File: src/hw/rtl/rclbo_pkg.sv
// ----------------------------------------------------------------------------
// rclbo_pkg
// Shared types, constants and arithmetic helpers for the cropped luma and
// detection-box overlay pipeline.
// ----------------------------------------------------------------------------
package rclbo_pkg;

  localparam int FRAME_WIDTH    = 640;
  localparam int CROP_WIDTH     = 480;
  localparam int CROP_HEIGHT    = 480;
  localparam int CROP_OFFSET    = 80;
  localparam int EDGE_THICKNESS = 3;
  localparam int MAX_BOXES      = 6;

  localparam int CX_W = (CROP_WIDTH > 1) ? $clog2(CROP_WIDTH) : 1;
  localparam int CY_W = (CROP_HEIGHT > 1) ? $clog2(CROP_HEIGHT) : 1;

  // frame column arithmetic, wide enough for offset plus crop width
  localparam int COL_W = 14;

  // signed box coordinates: scaled 16-bit values, their sums and differences
  localparam int COORD_W       = 20;
  localparam int BOX_FIELD_W   = 16;
  localparam int CFG_INDEX_W   = 3;
  localparam int CFG_DATA_W    = 64;
  localparam int CFG_COUNT_W   = 3;

  localparam logic [CFG_INDEX_W-1:0] REG_BOX_COUNT = 3'd0;
  localparam logic [CFG_INDEX_W-1:0] REG_BOX_A     = 3'd1;

  localparam logic signed [COORD_W-1:0] EDGE_T_S  = COORD_W'(EDGE_THICKNESS);
  localparam logic signed [COORD_W-1:0] CX_MAX_S  = COORD_W'(CROP_WIDTH - 1);
  localparam logic signed [COORD_W-1:0] CY_MAX_S  = COORD_W'(CROP_HEIGHT - 1);

  // luma: (299r + 587g + 114b) / 1000, reciprocal folded into the coefficients
  localparam int LUMA_R     = 299;
  localparam int LUMA_G     = 587;
  localparam int LUMA_B     = 114;
  localparam int LUMA_RECIP = 268436;
  localparam int LUMA_SHIFT = 28;
  localparam int PROD_W     = 37;

  localparam logic [7:0] EDGE_VALUE = 8'hFF;

  typedef struct packed {
    logic [15:0] pixel;
    logic [9:0]  column;
    logic [8:0]  line;
  } in_item_t;

  typedef struct packed {
    logic [7:0] gray;
    logic [8:0] crop_column;
    logic [8:0] crop_line;
    logic       frame_end;
  } out_item_t;

  typedef struct packed {
    logic                   en;
    logic [CFG_INDEX_W-1:0] index;
    logic [CFG_DATA_W-1:0]  data;
  } cfg_write_t;

  typedef struct packed {
    logic signed [COORD_W-1:0] x;
    logic signed [COORD_W-1:0] y;
    logic signed [COORD_W-1:0] w;
    logic signed [COORD_W-1:0] h;
  } box_coord_t;

  typedef struct packed {
    logic signed [COORD_W-1:0] x0;
    logic signed [COORD_W-1:0] x1;
    logic signed [COORD_W-1:0] y0;
    logic signed [COORD_W-1:0] y1;
    logic [CX_W-1:0]           hx0;
    logic [CX_W-1:0]           hx1;
    logic [CY_W-1:0]           vy0;
    logic [CY_W-1:0]           vy1;
  } box_geom_t;

  // v * 5 / 2, truncated toward zero
  function automatic logic signed [COORD_W-1:0] scale_coord(logic [BOX_FIELD_W-1:0] v);
    logic signed [COORD_W-1:0] e;
    logic signed [COORD_W-1:0] p;
    e = {{(COORD_W-BOX_FIELD_W){v[BOX_FIELD_W-1]}}, v};
    p = (e <<< 2) + e;
    p = p + {{(COORD_W-1){1'b0}}, p[COORD_W-1]};
    return p >>> 1;
  endfunction

  function automatic logic [CX_W-1:0] clamp_col(logic signed [COORD_W-1:0] v);
    logic [CX_W-1:0] r;
    if (v[COORD_W-1]) begin
      r = '0;
    end else if (v > CX_MAX_S) begin
      r = CX_MAX_S[CX_W-1:0];
    end else begin
      r = v[CX_W-1:0];
    end
    return r;
  endfunction

  function automatic logic [CY_W-1:0] clamp_row(logic signed [COORD_W-1:0] v);
    logic [CY_W-1:0] r;
    if (v[COORD_W-1]) begin
      r = '0;
    end else if (v > CY_MAX_S) begin
      r = CY_MAX_S[CY_W-1:0];
    end else begin
      r = v[CY_W-1:0];
    end
    return r;
  endfunction

  function automatic logic [7:0] luma(logic [15:0] pix);
    logic [7:0]        r8;
    logic [7:0]        g8;
    logic [7:0]        b8;
    logic [PROD_W-1:0] p;
    r8 = {pix[15:11], 3'b000};
    g8 = {pix[10:5], 2'b00};
    b8 = {pix[4:0], 3'b000};
    p = PROD_W'(r8) * PROD_W'(LUMA_R * LUMA_RECIP)
      + PROD_W'(g8) * PROD_W'(LUMA_G * LUMA_RECIP)
      + PROD_W'(b8) * PROD_W'(LUMA_B * LUMA_RECIP);
    return p[LUMA_SHIFT +: 8];
  endfunction

endpackage

File: src/hw/rtl/rclbo_box_regs.sv
// ----------------------------------------------------------------------------
// rclbo_box_regs
// Configuration registers and per-box edge geometry in crop coordinates.
// ----------------------------------------------------------------------------
module rclbo_box_regs (
  input  logic                                         clk,
  input  logic                                         rst,
  input  rclbo_pkg::cfg_write_t                        cfg_wr,
  output rclbo_pkg::box_geom_t [rclbo_pkg::MAX_BOXES-1:0] geom,
  output logic [rclbo_pkg::MAX_BOXES-1:0]              active
);
  import rclbo_pkg::*;

  logic [CFG_COUNT_W-1:0]        box_count;
  box_coord_t [MAX_BOXES-1:0]    coord;

  // scaled coordinates captured on write
  always_ff @(posedge clk) begin
    if (rst) begin
      box_count <= '0;
      coord     <= '0;
    end else if (cfg_wr.en) begin
      if (cfg_wr.index == REG_BOX_COUNT) begin
        box_count <= cfg_wr.data[CFG_COUNT_W-1:0];
      end
      for (int i = 0; i < MAX_BOXES; i++) begin
        if (cfg_wr.index == REG_BOX_A + CFG_INDEX_W'(i)) begin
          coord[i].x <= scale_coord(cfg_wr.data[15:0]);
          coord[i].y <= scale_coord(cfg_wr.data[31:16]);
          coord[i].w <= scale_coord(cfg_wr.data[47:32]);
          coord[i].h <= scale_coord(cfg_wr.data[63:48]);
        end
      end
    end
  end

  // far edges and clamped spans
  always_ff @(posedge clk) begin
    if (rst) begin
      geom   <= '0;
      active <= '0;
    end else begin
      for (int i = 0; i < MAX_BOXES; i++) begin
        geom[i].x0  <= coord[i].x;
        geom[i].x1  <= coord[i].x + coord[i].w;
        geom[i].y0  <= coord[i].y;
        geom[i].y1  <= coord[i].y + coord[i].h;
        geom[i].hx0 <= clamp_col(coord[i].x);
        geom[i].hx1 <= clamp_col(coord[i].x + coord[i].w);
        geom[i].vy0 <= clamp_row(coord[i].y);
        geom[i].vy1 <= clamp_row(coord[i].y + coord[i].h);
        active[i]   <= box_count > CFG_COUNT_W'(i);
      end
    end
  end

endmodule

File: src/hw/rtl/rclbo_edge_detect.sv
// ----------------------------------------------------------------------------
// rclbo_edge_detect
// Tests one crop position against the borders of all active boxes.
// ----------------------------------------------------------------------------
module rclbo_edge_detect (
  input  rclbo_pkg::box_geom_t [rclbo_pkg::MAX_BOXES-1:0] geom,
  input  logic [rclbo_pkg::MAX_BOXES-1:0]              active,
  input  logic [rclbo_pkg::CX_W-1:0]                   cx,
  input  logic [rclbo_pkg::CY_W-1:0]                   cy,
  output logic                                         hit
);
  import rclbo_pkg::*;

  logic signed [COORD_W-1:0] cx_s;
  logic signed [COORD_W-1:0] cy_s;
  logic [MAX_BOXES-1:0]      box_hit;

  // distance within the edge thickness
  function automatic logic near(logic signed [COORD_W-1:0] d);
    return !d[COORD_W-1] && (d < EDGE_T_S);
  endfunction

  always_comb begin
    cx_s = signed'(COORD_W'(cx));
    cy_s = signed'(COORD_W'(cy));
    for (int i = 0; i < MAX_BOXES; i++) begin
      box_hit[i] = active[i] && (
          ((geom[i].hx0 <= cx) && (cx <= geom[i].hx1) &&
           (near(cy_s - geom[i].y0) || near(geom[i].y1 - cy_s))) ||
          ((geom[i].vy0 <= cy) && (cy <= geom[i].vy1) &&
           (near(cx_s - geom[i].x0) || near(geom[i].x1 - cx_s))));
    end
    hit = |box_hit;
  end

endmodule

File: src/hw/rtl/rgb565_crop_luma_box_overlay_core.sv
// ----------------------------------------------------------------------------
// rgb565_crop_luma_box_overlay_core
// Center crop of an RGB565 pixel stream, BT.601 luma, detection-box borders.
// ----------------------------------------------------------------------------
// Input channel in_valid/in_ready/in_item carries one camera pixel with its
// frame column and line. Pixels outside the crop window are consumed and
// give no output transfer. Output channel out_valid/out_ready/out_item
// carries the luma (or 255 on a box border), the crop position and a flag
// on the bottom-right crop pixel.
// Two register stages: input register, then crop test, luma and edge test
// into the output register. An output transfer can follow once the pixel
// has passed both; one pixel per cycle is sustained while out_ready is high.
// A stalled receiver holds the stages in place; while any stage is empty
// the input keeps taking pixels, so in_ready is high whenever out_ready is.
// Configuration port cfg_valid/cfg_ready/cfg_index/cfg_data is always ready;
// box geometry is registered behind the captured coordinates. Reset empties
// the pipeline and clears box_count and all boxes.
// ----------------------------------------------------------------------------
module rgb565_crop_luma_box_overlay_core (
  input  logic                                 clk,
  input  logic                                 rst,
  input  logic                                 in_valid,
  output logic                                 in_ready,
  input  rclbo_pkg::in_item_t                  in_item,
  output logic                                 out_valid,
  input  logic                                 out_ready,
  output rclbo_pkg::out_item_t                 out_item,
  input  logic                                 cfg_valid,
  output logic                                 cfg_ready,
  input  logic [rclbo_pkg::CFG_INDEX_W-1:0]    cfg_index,
  input  logic [rclbo_pkg::CFG_DATA_W-1:0]     cfg_data
);
  import rclbo_pkg::*;

  cfg_write_t                 cfg_wr;
  box_geom_t [MAX_BOXES-1:0]  geom;
  logic [MAX_BOXES-1:0]       active;

  logic                       s0_valid;
  in_item_t                   s0_item;
  logic                       out_free;

  logic [COL_W-1:0]           col_ext;
  logic [COL_W-1:0]           cx_full;
  logic                       keep;
  logic                       hit;
  logic                       at_end;

  assign cfg_ready    = 1'b1;
  assign cfg_wr.en    = cfg_valid & cfg_ready;
  assign cfg_wr.index = cfg_index;
  assign cfg_wr.data  = cfg_data;

  rclbo_box_regs u_box_regs (
    .clk    (clk),
    .rst    (rst),
    .cfg_wr (cfg_wr),
    .geom   (geom),
    .active (active)
  );

  assign out_free = !out_valid || out_ready;
  assign in_ready = !s0_valid || out_free;

  // input register
  always_ff @(posedge clk) begin
    if (rst) begin
      s0_valid <= 1'b0;
    end else if (in_ready) begin
      s0_valid <= in_valid;
    end
  end

  always_ff @(posedge clk) begin
    if (in_valid && in_ready) begin
      s0_item <= in_item;
    end
  end

  // crop window test and position
  always_comb begin
    col_ext = COL_W'(s0_item.column);
    cx_full = col_ext - COL_W'(CROP_OFFSET);
    keep    = (col_ext < COL_W'(FRAME_WIDTH)) &&
              (col_ext >= COL_W'(CROP_OFFSET)) &&
              (col_ext < COL_W'(CROP_OFFSET + CROP_WIDTH)) &&
              (COL_W'(s0_item.line) < COL_W'(CROP_HEIGHT));
    at_end  = (cx_full == COL_W'(CROP_WIDTH - 1)) &&
              (COL_W'(s0_item.line) == COL_W'(CROP_HEIGHT - 1));
  end

  rclbo_edge_detect u_edge_detect (
    .geom   (geom),
    .active (active),
    .cx     (cx_full[CX_W-1:0]),
    .cy     (CY_W'(s0_item.line)),
    .hit    (hit)
  );

  // luma, edge flag and output register
  always_ff @(posedge clk) begin
    if (rst) begin
      out_valid <= 1'b0;
    end else if (out_free) begin
      out_valid <= s0_valid && keep;
    end
  end

  always_ff @(posedge clk) begin
    if (out_free) begin
      out_item.gray        <= hit ? EDGE_VALUE : luma(s0_item.pixel);
      out_item.crop_column <= cx_full[8:0];
      out_item.crop_line   <= s0_item.line;
      out_item.frame_end   <= at_end;
    end
  end

  a_ready_chain: assert property (@(posedge clk) disable iff (rst)
    out_ready |-> in_ready)
    else $error("input stalled while output side accepts");

  a_result_source: assert property (@(posedge clk) disable iff (rst)
    $rose(out_valid) |-> $past(s0_valid))
    else $error("result appeared without a pending item");

  a_frame_end_pos: assert property (@(posedge clk) disable iff (rst)
    (out_valid && out_item.frame_end) |->
      (out_item.crop_line == 9'(CROP_HEIGHT - 1)) &&
      (out_item.crop_column == 9'(CROP_WIDTH - 1)))
    else $error("frame end flagged away from the last crop pixel");

endmodule

File: config.mk
export PLATFORM = sky130hd
export DESIGN_NAME = rgb565_crop_luma_box_overlay_core
export DESIGN_NICKNAME = d
export VERILOG_FILES = /design/src/hw/rtl/rclbo_pkg.sv /design/src/hw/rtl/rclbo_box_regs.sv /design/src/hw/rtl/rclbo_edge_detect.sv /design/src/hw/rtl/rgb565_crop_luma_box_overlay_core.sv
export SDC_FILE = /design/constraint.sdc
export NUM_CORES = 2
export LEC_CHECK = 0
export ABC_CLOCK_PERIOD_IN_PS = 6700
export BUFFER_PORTS_ARGS = -buffer_cell sky130_fd_sc_hd__buf_2
export CORE_UTILIZATION = 45
export DETAILED_ROUTE_END_ITERATION = 10
export GPL_ROUTABILITY_DRIVEN = 0
export PLACE_DENSITY = 0.65
export SLEW_MARGIN = 20
export SYNTH_ARGS = -nofsm -noshare
export SYNTH_HDL_FRONTEND = slang
export SYNTH_SLANG_ARGS = --single-unit
File: constraint.sdc
create_clock -name clk -period 6.7 [get_ports clk]
set_input_delay 0.67 -clock clk [delete_from_list [all_inputs] [get_ports clk]]
set_output_delay 0.67 -clock clk [all_outputs]
set_load 0.01 [all_outputs]
==> impl_metrics.json <==
{
  "worst_pin_slew_ns": 1.272,
  "dieArea_um2": 173700,
  "setup_ws_ns": -0.2232,
  "synth_edf_count": 62,
  "hold_start": "in_item[2]",
  "grt_pass1_wl_um": 381400,
  "fillers": 15760,
  "vias_per_cell": 5.859,
  "final_core_util_pct": 51.56,
  "stdcell_area_um2": 87660,
  "clk_pin_slew_ns": 0.06,
  "fin_crit_sh_pct": 103.3,
  "top_usage_layer": "met2",
  "yosysSeqAreaShare_pct": 32.18,
  "cts_max_level": 4,
  "cp-start-kind": "register",
  "root_buffer": "clkbuf_16",
  "netlist_area_um2": 77400,
  "p_leak_nw": 37.27,
  "track_usage_pct": 28.33,
  "cpPeakStageDelay_ns": 0.57,
  "drive_gt1_share_pct": 9.078,
  "setup_viol": 4,
  "ys_ff_latch": 1213,
  "status": "finished, violations left",
  "grt_use_met2_pct": 46.23,
  "worstPathArrival_ns": 7.43,
  "post_dp_cell_area_um2": 82560,
  "yosysWarningCount": 0,
  "drc": 0,
  "cts_buffer_depth": 3,
  "grt_overflow": 0,
  "synth_cell_type_count": 102,
  "start_util_pct": 45.52,
  "dpl.hpwl_um": 185400,
  "chipHeight_um": 416.7,
  "max-slew-margin-rel_pct": 15.15,
  "crit_buf_inv": 3,
  "synth_top_flop_cell": "dfxtp_1",
  "hold_viol_final": 0,
  "globalRouteMet1Util_pct": 36.15,
  "critPathKind": "reg2reg",
  "cts.sinks": 1213,
  "grt_max_degree": 156,
  "design.core.area_um2": 170000,
  "drtAntennaViolNets": 0,
  "rows": 151,
  "via_count": 68140,
  "r2r_start": "s0_item[21]",
  "critPathTopFamily": "compound AO/OA/AOI/OAI gates",
  "rsz0062_at_grt": "yes",
  "drv_slew": 0,
  "grt_util_met3_pct": 4.194,
  "timing.fmax_mhz": 144.4,
  "antenna_found_initial": 16,
  "violations": "negative setup slack",
  "syn_inst": 9008,
  "whs_endpoint": "s0_item[2]",
  "drt-total-wl_um": 252800,
  "hold_path_depth": 1,
  "maxCapViolCount": 0,
  "setup.worst_path.end_class": "register",
  "r2r_cells": 31,
  "critPathRequiredTime_ns": 7.20,
  "powerDensity_nw_per_um2": 276.9,
  "wl_per_cell_um": 21.73,
  "cts_tree": "done",
  "r2r_end": "out_item[26]",
  "clock_latency_ns": 0.79,
  "numCtsBuffers": 133,
  "port_buffers": 135,
  "min_period_ns": 6.923,
  "avgSynthCellArea_um2": 8.592,
  "cp_slowest_cell": "fa_1",
  "fin_worst_skew_ns": 0.03124,
  "worst_ir_drop_vdd_mv": 0.2673,
  "synthArstFlopShare_pct": 0,
  "crit_fanout": 4,
  "fin_nets": 10440,
  "dr.pass1.iters": 6,
  "drt_iter0_markers": 5748,
  "grt_pass1_vias": 64950,
  "syn-num-nets": 10160,
  "syn2layout_area_growth_pct": 13.26,
  "reg2reg_slack_ns": -0.22,
  "min_path_type": "in2reg",
  "place_ws_ns": -0.4674,
  "num_io_pins": 137,
  "die_x_um": 416.7
}
==> final cells by class <==
type                    count  area [µm²]  area share [%]
repair buffers            399        2749           3.136
flip-flops and latches   1213       24900           28.41
well taps                2218        2775           3.166
clock buffers             180        3747           4.275
multi-input cells        6925       50190           57.25
inverters                 625        2346           2.676
clock inverters            65       939.7           1.072
diodes                      5       12.51         0.01427
==> cell usage in the layout (no fill, tap or decap), types with 219 or more instances in the layout <==
cell type  count
nor2b_1      379
xnor2_1      219
nor2_1       956
dfxtp_1     1151
inv_1        620
ha_1         909
a211oi_1     385
o21ai_0      338
nor3_1       237
a21oi_1      624
buf_4        254
nand2_1      557
==> worst reg2reg max path: cells and delay by family (launching register included) <==
kind | cells | cell delay [ns]
AOI/OAI and AO/OA | 13 | 2.61
adders and majority gates | 6 | 2.40
and+or+nand+nor | 6 | 0.60
DFF | 1 | 0.46
xor gates and xnor gates | 3 | 0.43
buffers and inverters | 3 | 0.15
==> power by group <==
group | total [mW] | switching [mW] | internal [mW]
combinational | 8.39 | 4.95 | 3.44
sequential | 8.00 | 0.263 | 7.74
clock | 7.89 | 3.25 | 4.64
==> cells in the mapped netlist (18+ instances only) <==
cell type,n,share of area [%]
nand2b_1,103,0.83
ha_1,921,15
nand4b_1,18,0.20
clkbuf_1,214,1.0
nor3b_1,18,0.17
nand3_1,138,0.89
dfxtp_1,1151,30
and3_1,71,0.57
nand2_1,557,2.7
o2111ai_1,40,0.45
o21bai_1,75,0.73
or4_1,40,0.39
xnor2_1,256,2.9
a211oi_1,387,3.8
or3_1,78,0.63
a21o_1,148,1.4
o21ai_0,348,2.3
xor2_1,211,2.4
nand4_1,112,0.91
nor4_1,102,0.82
a211o_1,37,0.42
buf_1,27,0.13
o21a_1,214,2.1
inv_1,625,3.0
a2111oi_0,29,0.33
nand3b_1,27,0.26
mux2i_1,33,0.43
edfxtp_1,62,2.4
nor2_1,963,4.7
o31ai_1,41,0.40
a31oi_1,74,0.60
and2_1,39,0.32
o211ai_1,50,0.48
o31a_1,23,0.26
a21oi_1,633,4.1
fa_1,119,3.1
nor3_1,242,1.6
o22ai_1,27,0.22
nor2b_1,382,3.1
or2_2,45,0.36
==> stage by stage <==
step / instances / hold slack, ns / setup TNS (ns) / total power, mW
floorplan: 9008 / 0.4406 / 0 / 13.13
global placement: 11370 / 0.4454 / -0.7405 / 15.60
detailed placement: 11370 / 0.4542 / -1.172 / 15.83
CTS: 11620 / 0.01153 / -0.1026 / 23.93
global route: 11630 / 0.03345 / -2.325 / 25.50
finish: 11630 / 0.05243 / -0.5715 / 24.28
==> metal layers <==
metal | part of all wire, % | wire [µm]
met2 | 45 | 114400
met4 | 5.8 | 14580
met3 | 6.1 | 15430
met5 | 0.027 | 69
met1 | 43 | 108200
==> logic make-up (layout without fill, tap and decap cells) <==
family          count (synthesis)  in the layout  share of synthesized area, %
simple gates                 3008           3008                         19.39
compound gates               2363           2363                         20.33
flops                        1213           1213                         32.18
fa+ha+maj                    1040           1040                         17.97
buf+inv                       870           1269                         4.229
xor+xnor                      468            468                         5.306
mux                            45             45                        0.6014
other cells                     1              6                      0.004845
==> registers in the layout (all words and copies together) (netlist names) <==
register              count
col_ext                  10
out_item                 27
out_valid                 1
s0_item                  25
s0_valid                  1
u_box_regs.active         6
u_box_regs.box_count      3
u_box_regs.coord        456
u_box_regs.geom         684
==> repair_timing <==
item	CTS	global route
setup buffers	8	8
cloned	0	0
pin swaps	23	8
gates resized for setup	21	34
endpoints found under the setup margin	4	7
hold endpoints to repair	0	0
hold buffers	0	0
==> how the worst max path moves through the flow <==
stage / startpoint / to / slack (ns) / cells past startpoint
2_1_floorplan: s0_item[27] / out_item[26] / 0.004 / 28
3_3_place_gp: s0_item[34] / out_item[26] / -0.38 / 29
3_5_place_dp: s0_item[34] / out_item[26] / -0.47 / 29
4_1_cts: s0_item[21] / out_item[26] / -0.10 / 32
5_1_grt: s0_item[34] / out_item[26] / -0.54 / 31
6_report: s0_item[21] / out_item[26] / -0.22 / 31
No activity file was read; power rests on OpenSTA's default activity.
